## src/hw/rtl/jse_pkg.sv

```systemverilog
`timescale 1ns / 1ps
`default_nettype none
// ----------------------------------------------------------------------------
// jse_pkg
// Shared types and character constants for the JSON string escaper.
// ----------------------------------------------------------------------------
package jse_pkg;

  // Request kinds
  localparam logic       KIND_BYTE      = 1'b0;
  localparam logic       KIND_END       = 1'b1;

  localparam logic [7:0] CHAR_NUL       = 8'h00;
  localparam logic [7:0] CHAR_QUOTE     = 8'h22;
  localparam logic [7:0] CHAR_BACKSLASH = 8'h5C;
  localparam logic [7:0] CHAR_NEWLINE   = 8'h0A;
  localparam logic [7:0] CHAR_CR        = 8'h0D;
  localparam logic [7:0] CHAR_TAB       = 8'h09;
  localparam logic [7:0] CHAR_LOWER_N   = 8'h6E;
  localparam logic [7:0] CHAR_LOWER_R   = 8'h72;
  localparam logic [7:0] CHAR_LOWER_T   = 8'h74;
  localparam logic [7:0] CHAR_LOWER_U   = 8'h75;
  localparam logic [7:0] CHAR_ZERO      = 8'h30;
  localparam logic [7:0] CHAR_LOWER_A   = 8'h61;
  localparam logic [7:0] CTRL_LIMIT     = 8'd32;

  // Escape class of one request, decided by the front end
  typedef enum logic [1:0] {
    CLS_PLAIN,  // byte passes through
    CLS_PAIR,   // backslash then the byte in data
    CLS_UHEX,   // \u00 then two hex digits of data
    CLS_CLOSE   // closing quote
  } jse_class_t;

  typedef struct packed {
    logic       open_quote;  // emit an opening quote first
    jse_class_t cls;
    logic [7:0] data;
  } jse_desc_t;

  // Width of the index of a result byte within one request (up to seven bytes)
  localparam int unsigned STEP_W = 3;

  function automatic logic [7:0] hex_digit(input logic [3:0] nib);
    logic [7:0] ch;
    if (nib < 4'd10) begin
      ch = CHAR_ZERO + {4'b0000, nib};
    end else begin
      ch = CHAR_LOWER_A + {4'b0000, nib} - 8'd10;
    end
    return ch;
  endfunction

endpackage
`default_nettype wire

```

## src/hw/rtl/jse_front.sv

```systemverilog
`timescale 1ns / 1ps
`default_nettype none
// ----------------------------------------------------------------------------
// jse_front
// Accepts input requests, classifies each byte and tracks the open string.
// ----------------------------------------------------------------------------
module jse_front (
  input  wire              clk,
  input  wire              rst,
  input  wire              push,
  input  wire              kind,
  input  wire [7:0]        char_byte,
  output jse_pkg::jse_desc_t desc
);
  import jse_pkg::*;

  logic inside_string;
  logic is_end;

  assign is_end = (kind == KIND_END) || (char_byte == CHAR_NUL);

  always_comb begin
    desc.open_quote = !inside_string;
    desc.data       = char_byte;
    desc.cls        = CLS_PLAIN;
    if (is_end) begin
      desc.cls = CLS_CLOSE;
    end else begin
      unique case (char_byte)
        CHAR_QUOTE:     desc.cls = CLS_PAIR;
        CHAR_BACKSLASH: desc.cls = CLS_PAIR;
        CHAR_NEWLINE: begin
          desc.cls  = CLS_PAIR;
          desc.data = CHAR_LOWER_N;
        end
        CHAR_CR: begin
          desc.cls  = CLS_PAIR;
          desc.data = CHAR_LOWER_R;
        end
        CHAR_TAB: begin
          desc.cls  = CLS_PAIR;
          desc.data = CHAR_LOWER_T;
        end
        default: begin
          if (char_byte < CTRL_LIMIT) begin
            desc.cls = CLS_UHEX;
          end
        end
      endcase
    end
  end

  always_ff @(posedge clk) begin
    if (rst) begin
      inside_string <= 1'b0;
    end else if (push) begin
      inside_string <= !is_end;
    end
  end

endmodule
`default_nettype wire

```

## src/hw/rtl/jse_queue.sv

```systemverilog
`timescale 1ns / 1ps
`default_nettype none
// ----------------------------------------------------------------------------
// jse_queue
// Small FIFO of classified requests between the front and back ends.
// ----------------------------------------------------------------------------
module jse_queue #(
  parameter int unsigned DEPTH = 4
) (
  input  wire                clk,
  input  wire                rst,
  input  wire                push,
  input  jse_pkg::jse_desc_t push_desc,
  output logic               full,
  input  wire                pop,
  output logic               head_valid,
  output jse_pkg::jse_desc_t head_desc
);
  import jse_pkg::*;

  localparam int unsigned PTR_W = (DEPTH > 1) ? $clog2(DEPTH) : 1;
  localparam int unsigned CNT_W = $clog2(DEPTH + 1);
  localparam logic [PTR_W-1:0] LAST_PTR = PTR_W'(DEPTH - 1);
  localparam logic [CNT_W-1:0] FULL_CNT = CNT_W'(DEPTH);

  jse_desc_t        mem [DEPTH];
  logic [PTR_W-1:0] wr_ptr;
  logic [PTR_W-1:0] rd_ptr;
  logic [CNT_W-1:0] count;

  assign full       = (count == FULL_CNT);
  assign head_valid = (count != '0);
  assign head_desc  = mem[rd_ptr];

  always_ff @(posedge clk) begin
    if (push) begin
      mem[wr_ptr] <= push_desc;
    end
  end

  always_ff @(posedge clk) begin
    if (rst) begin
      wr_ptr <= '0;
      rd_ptr <= '0;
      count  <= '0;
    end else begin
      if (push) begin
        wr_ptr <= (wr_ptr == LAST_PTR) ? '0 : wr_ptr + 1'b1;
      end
      if (pop) begin
        rd_ptr <= (rd_ptr == LAST_PTR) ? '0 : rd_ptr + 1'b1;
      end
      if (push && !pop) begin
        count <= count + 1'b1;
      end else if (pop && !push) begin
        count <= count - 1'b1;
      end
    end
  end

endmodule
`default_nettype wire

```

## src/hw/rtl/jse_back.sv

```systemverilog
`timescale 1ns / 1ps
`default_nettype none
// ----------------------------------------------------------------------------
// jse_back
// Expands the head request into output bytes, one per cycle while the
// receiver does not stall, into the output register.
// ----------------------------------------------------------------------------
module jse_back (
  input  wire                clk,
  input  wire                rst,
  input  wire                head_valid,
  input  jse_pkg::jse_desc_t head_desc,
  output logic               pop,
  output logic               result_valid,
  input  wire                result_stall,
  output logic [7:0]         out_byte,
  output logic               last_of_run
);
  import jse_pkg::*;

  logic [STEP_W-1:0] step;
  logic [STEP_W-1:0] step_next;
  logic [STEP_W-1:0] body_idx;
  logic [STEP_W-1:0] body_last;
  logic [7:0]        body_byte;
  logic [7:0]        cur_byte;
  logic              is_last;
  logic              can_load;
  logic              fire;

  assign can_load = !result_valid || !result_stall;
  assign fire     = can_load && head_valid;
  assign body_idx = step - {{(STEP_W-1){1'b0}}, head_desc.open_quote};

  always_comb begin
    body_byte = head_desc.data;
    body_last = '0;
    unique case (head_desc.cls)
      CLS_PLAIN: begin
        body_byte = head_desc.data;
        body_last = STEP_W'(0);
      end
      CLS_PAIR: begin
        body_byte = (body_idx == STEP_W'(0)) ? CHAR_BACKSLASH : head_desc.data;
        body_last = STEP_W'(1);
      end
      CLS_UHEX: begin
        body_last = STEP_W'(5);
        case (body_idx)
          STEP_W'(0): body_byte = CHAR_BACKSLASH;
          STEP_W'(1): body_byte = CHAR_LOWER_U;
          STEP_W'(2): body_byte = CHAR_ZERO;
          STEP_W'(3): body_byte = CHAR_ZERO;
          STEP_W'(4): body_byte = hex_digit(head_desc.data[7:4]);
          default:    body_byte = hex_digit(head_desc.data[3:0]);
        endcase
      end
      CLS_CLOSE: begin
        body_byte = CHAR_QUOTE;
        body_last = STEP_W'(0);
      end
      default: begin
        body_byte = head_desc.data;
        body_last = STEP_W'(0);
      end
    endcase
  end

  // Opening quote comes ahead of the body
  assign cur_byte  = (head_desc.open_quote && step == '0) ? CHAR_QUOTE : body_byte;
  assign is_last   = !(head_desc.open_quote && step == '0) && (body_idx == body_last);
  assign pop       = fire && is_last;
  assign step_next = fire ? (is_last ? '0 : step + 1'b1) : step;

  always_ff @(posedge clk) begin
    if (rst) begin
      step         <= '0;
      result_valid <= 1'b0;
    end else begin
      step <= step_next;
      if (can_load) begin
        result_valid <= head_valid;
      end
    end
  end

  always_ff @(posedge clk) begin
    if (fire) begin
      out_byte    <= cur_byte;
      last_of_run <= is_last;
    end
  end

endmodule
`default_nettype wire

```

## src/hw/rtl/json_string_escaper_core.sv

```systemverilog
`timescale 1ns / 1ps
`default_nettype none
// ----------------------------------------------------------------------------
// json_string_escaper_core
// Streams string bytes out as quoted, escaped JSON string text.
// ----------------------------------------------------------------------------
//  Channel   Handshake                    Payload
//  item      item_valid / item_stall      kind, char_byte
//  result    result_valid / result_stall  out_byte, last_of_run
//
//  One request is taken per cycle while the queue has room; it yields one to
//  seven result bytes, and the back end emits one byte per cycle unless result_stall holds it.
//  A request is first written to the queue, then loaded into the output register.
//  An escape holds its queue entry while its bytes go out, so the input
//  stalls once QUEUE_DEPTH requests are waiting.
//  Reset clears the open-string flag, the queue pointers and count, and the output valid flag.
// ----------------------------------------------------------------------------
module json_string_escaper_core #(
  parameter int unsigned QUEUE_DEPTH = 4
) (
  input  wire        clk,
  input  wire        rst,
  input  wire        item_valid,
  output logic       item_stall,
  input  wire        kind,
  input  wire [7:0]  char_byte,
  output logic       result_valid,
  input  wire        result_stall,
  output logic [7:0] out_byte,
  output logic       last_of_run
);
  import jse_pkg::*;

  jse_desc_t front_desc;
  jse_desc_t head_desc;
  logic      push;
  logic      pop;
  logic      full;
  logic      head_valid;

  assign item_stall = full;
  assign push       = item_valid && !item_stall;

  jse_front u_front (
    .clk       (clk),
    .rst       (rst),
    .push      (push),
    .kind      (kind),
    .char_byte (char_byte),
    .desc      (front_desc)
  );

  jse_queue #(
    .DEPTH (QUEUE_DEPTH)
  ) u_queue (
    .clk        (clk),
    .rst        (rst),
    .push       (push),
    .push_desc  (front_desc),
    .full       (full),
    .pop        (pop),
    .head_valid (head_valid),
    .head_desc  (head_desc)
  );

  jse_back u_back (
    .clk          (clk),
    .rst          (rst),
    .head_valid   (head_valid),
    .head_desc    (head_desc),
    .pop          (pop),
    .result_valid (result_valid),
    .result_stall (result_stall),
    .out_byte     (out_byte),
    .last_of_run  (last_of_run)
  );

  a_push_fills: assert property (@(posedge clk) disable iff (rst)
    push |=> head_valid)
    else $error("queue empty after a request was taken");

  a_pop_nonempty: assert property (@(posedge clk) disable iff (rst)
    pop |-> head_valid)
    else $error("pop from an empty queue");

  a_stall_full: assert property (@(posedge clk) disable iff (rst)
    item_stall |-> head_valid)
    else $error("input stalled with an empty queue");

endmodule
`default_nettype wire

```

## config.mk

```make
export PLATFORM = sky130hd
export DESIGN_NAME = json_string_escaper_core
export DESIGN_NICKNAME = d
export VERILOG_FILES = /design/src/hw/rtl/jse_pkg.sv /design/src/hw/rtl/jse_front.sv /design/src/hw/rtl/jse_queue.sv /design/src/hw/rtl/jse_back.sv /design/src/hw/rtl/json_string_escaper_core.sv
export SDC_FILE = /design/constraint.sdc
export NUM_CORES = 1
export LEC_CHECK = 0
export BUFFER_PORTS_ARGS = -buffer_cell sky130_fd_sc_hd__buf_2
export CORE_MARGIN = 1
export CORE_UTILIZATION = 54
export DETAILED_ROUTE_END_ITERATION = 12
export HOLD_SLACK_MARGIN = 0.12
export PLACE_DENSITY_LB_ADDON = 0.1
export SLEW_MARGIN = 25
export SYNTH_ARGS = -nofsm -noshare
export SYNTH_HDL_FRONTEND = slang
export SYNTH_SLANG_ARGS = --single-unit
export TNS_END_PERCENT = 20
```

## constraint.sdc

```tcl
create_clock -name clk -period 3.5 [get_ports clk]
set_input_delay 0.175 -clock clk [delete_from_list [all_inputs] [get_ports clk]]
set_output_delay 0.175 -clock clk [all_outputs]
set_load 0.02 [all_outputs]
```

==> impl_metrics.ini <==
[global_route]
grt_pass1_vias = 2057
grt_max_degree = 14
overflow = 0
grt_usage_pct = 20.8
grt_pass1_wl_mm = 9.76
antenna_found_initial = 0

[floorplan]
die_y_um = 80.6
rows = 28
core_mm2 = 0.00596
start_util_pct = 56.1
ios = 24
die_width_um = 80.6
die_area_mm2 = 0.00650

[timing]
drv_slew = 0
slew_headroom_pct = 58.6
tns_ns = 0
fin_crit_sh_pct = 93.1
tightestPinTransition_ns = 0.619
fmax_mhz = 307
skew_ns = 0.0106
setup_viol = 0
hold_viol = 0
grt_setup_unrepaired = false
period_needed_ns = 3.26

[power_and_ir_drop]
swShare_pct = 36.6
leakage_nw = 1.43
pwr-share-seq_pct = 40.9
power_w = 0.00276
switchingPower_w = 0.00101
max-vdd-ir-drop_uv = 556
p_comb_share_pct = 39.8
internal-power_w = 0.00175
power_density_mw_per_mm2 = 732
clock_power_share_pct = 19.3

[yosys]
synth_compound_area_share_pct = 9.30
synth_cells = 253
synth_area_leaders = edfxtp_1 48%, dfxtp_1 8.4%, ha_1 6.4%
synth_warnings = 0
synthAdderAreaFrac_pct = 6.97
avgSynthCellArea_um2 = 13.2
synth.area.mux_share_pct = 10.1
synth_nets = 284
syn_area_mm2 = 0.00334
ys_seq_elements = 67
synth-xor-area-share_pct = 3.34
yosys.area.top_type = edfxtp_1
synth_top_area_share_pct = 47.7
synthSimpleGateAreaFrac_pct = 11.7
synth_top_family_by_area = simple AND/OR/NAND/NOR gates
ys_types = 45
ys_seq_area_share_pct = 56.1

[layout]
layout-drive-gt1-share_pct = 17.1
n_antenna_cell = 0
layout.nets = 324
final_util_pct = 63.4
area_growth_pct = 13.2
layout_commonest_cell = edfxtp_1
layout_common_cells = 53 x edfxtp_1, 23 x buf_2, 18 x nor2_1

[detailed_routing]
vias_per_cell = 5.48
wl_met1_mm = 2.77
met2_length_mm = 2.80
wl_met3_um = 241
vias = 2045
wire_per_inst_um = 15.8
first_pass_iters = 4
drt_iter0_markers = 84
drc = 0
drt-total-wl_mm = 5.90
drtAntennaViolNets = 0
routed.top_layer = met4

[critical_path]
crit_path_max_fanout = 4
arrival_ns = 3.52
endpoint_kind = register
worst-r2r-setup-slack_ns = 0.24
crit_path_start_kind = register
required_ns = 3.76
worst-setup-path-type = register to register
reg2reg_depth = 11
worst_r2r_endpoint = u_queue.count[2]

[place]
gp_congestion = 0.877
port_buffers = 23
post-dp-hpwl_mm = 4.20

[cts]
htreeDepth = 3
path_clk_slew_ns = 0.07
clock_latency_ns = 0.34
cts_tree = yes
cts_sinks = 67
numCtsBuffers = 9
clk_path_buf_depth = 2
cts_root_buffer = clkbuf_8

[outcome]
outcome = finished clean

[min_path]
min_to = u_queue.mem[3][2]
min-delay-start = char_byte[2]
min_path_type = input pin to register
hold_depth = 2

[run]
cap_violations = 0
## registers in the layout, indices dropped and copies added, names as in the netlist, named ones only
name and count:
u_back.last_of_run 1, u_back.out_byte 8, u_back.result_valid 1, u_back.step 3, u_front.inside_string 1, u_queue.count 3
u_queue.mem 44, u_queue.rd_ptr 2, u_queue.wr_ptr 2
## metrics by stage
step | instances | hold slack (ns) | instance area, um2 | setup slack (ns)
final | 373 | 0.249 | 3780 | 0.243
after floorplan | 253 | 0.320 | 3340 | 0.251
after global routing | 373 | 0.246 | 3780 | 0.0114
after detailed placement | 351 | 0.444 | 3560 | 0.0522
after CTS | 371 | 0.227 | 3760 | 0.0355
after global placement | 351 | 0.434 | 3560 | 0.215
## routing by layer
| layer | track usage [%] | vias to the layer above |
|---|---|---|
| met5 | 0 | - |
| met4 | 9.11 | 0 |
| met3 | 5.80 | 6 |
| met2 | 33.6 | 45 |
| met1 | 26.2 | 957 |
| li1 | - | 1037 |
## worst max path at each step
stage	startpoint	endpoint	slack [ns]	cells past startpoint
2_1_floorplan	register	u_queue.count[2]	0.25	12
3_3_place_gp	register	u_queue.count[2]	0.21	12
3_5_place_dp	register	u_queue.count[2]	0.05	12
4_1_cts	register	u_queue.count[2]	0.04	12
5_1_grt	register	u_queue.count[2]	0.01	11
6_report	register	u_queue.count[2]	0.24	11
## Yosys cell counts, drive strengths merged
library cell	n
a22oi	1
nor3b	2
or2b	1
o2111ai	2
a31oi	3
mux2i	6
and2b	2
buf	1
edfxtp	53
or3b	1
nand3	6
nor2b	4
xnor2	5
xor2	5
nand2	14
nor2	18
xor3	1
o211ai	2
mux4	11
a211oi	6
ha	17
nor3	5
o22ai	3
a2111oi	1
dfxtp	14
a21oi	12
a32oi	1
inv	15
nand2b	2
or3	6
o31a	1
a21boi	1
and2	6
a21o	2
o21ai	10
fa	1
and3	4
clkbuf	4
and4b	2
a21bo	1
nor4b	1
## power groups by stage
stage	clock network (W)	logic (W)	registers, W
2_1_floorplan	0	0.000730	0.00121
3_3_place_gp	0	0.00106	0.00114
3_5_place_dp	0	0.00109	0.00115
4_1_cts	0.000549	0.00110	0.00113
5_1_grt	0.000585	0.00123	0.00115
6_report	0.000533	0.00110	0.00113
## repair_timing
action / 4_1_cts / 5_1_grt
hold buffers: 4 / 0
endpoints found under the setup margin: 0 / 2
setup buffers: 0 / 2
endpoints found under the hold margin: 7 / 0
resized for setup: 0 / 1
## kinds of logic after synthesis
| family | after synthesis |
|---|---|
| mux | 17 |
| flops | 67 |
| simple gates | 74 |
| buf+inv | 20 |
| xor+xnor | 11 |
| fa+ha+maj | 18 |
| compound gates | 46 |
## area by class of cell
cell class	instances	area [um2]
Clock buffer	11	131
Timing Repair Buffer	34	208
Inverter	15	56.3
Sequential cell	67	1870
Tap cell	75	93.8
Clock inverter	5	31.3
Multi-Input combinational cell	166	1380
Fill cell	464	2180
## worst max-delay path, stage by stage, from the launching register on
cell,delay (ns)
dfxtp_2,0.38
mux4_1,0.66
ha_1,0.25
xor3_1,0.40
a2111oi_4,0.38
nand2_2,0.11
ha_1,0.21
inv_1,0.07
fa_1,0.17
xor2_1,0.08
or3_1,0.30
a21oi_1,0.16
Power figures use the tool's default switching activity.
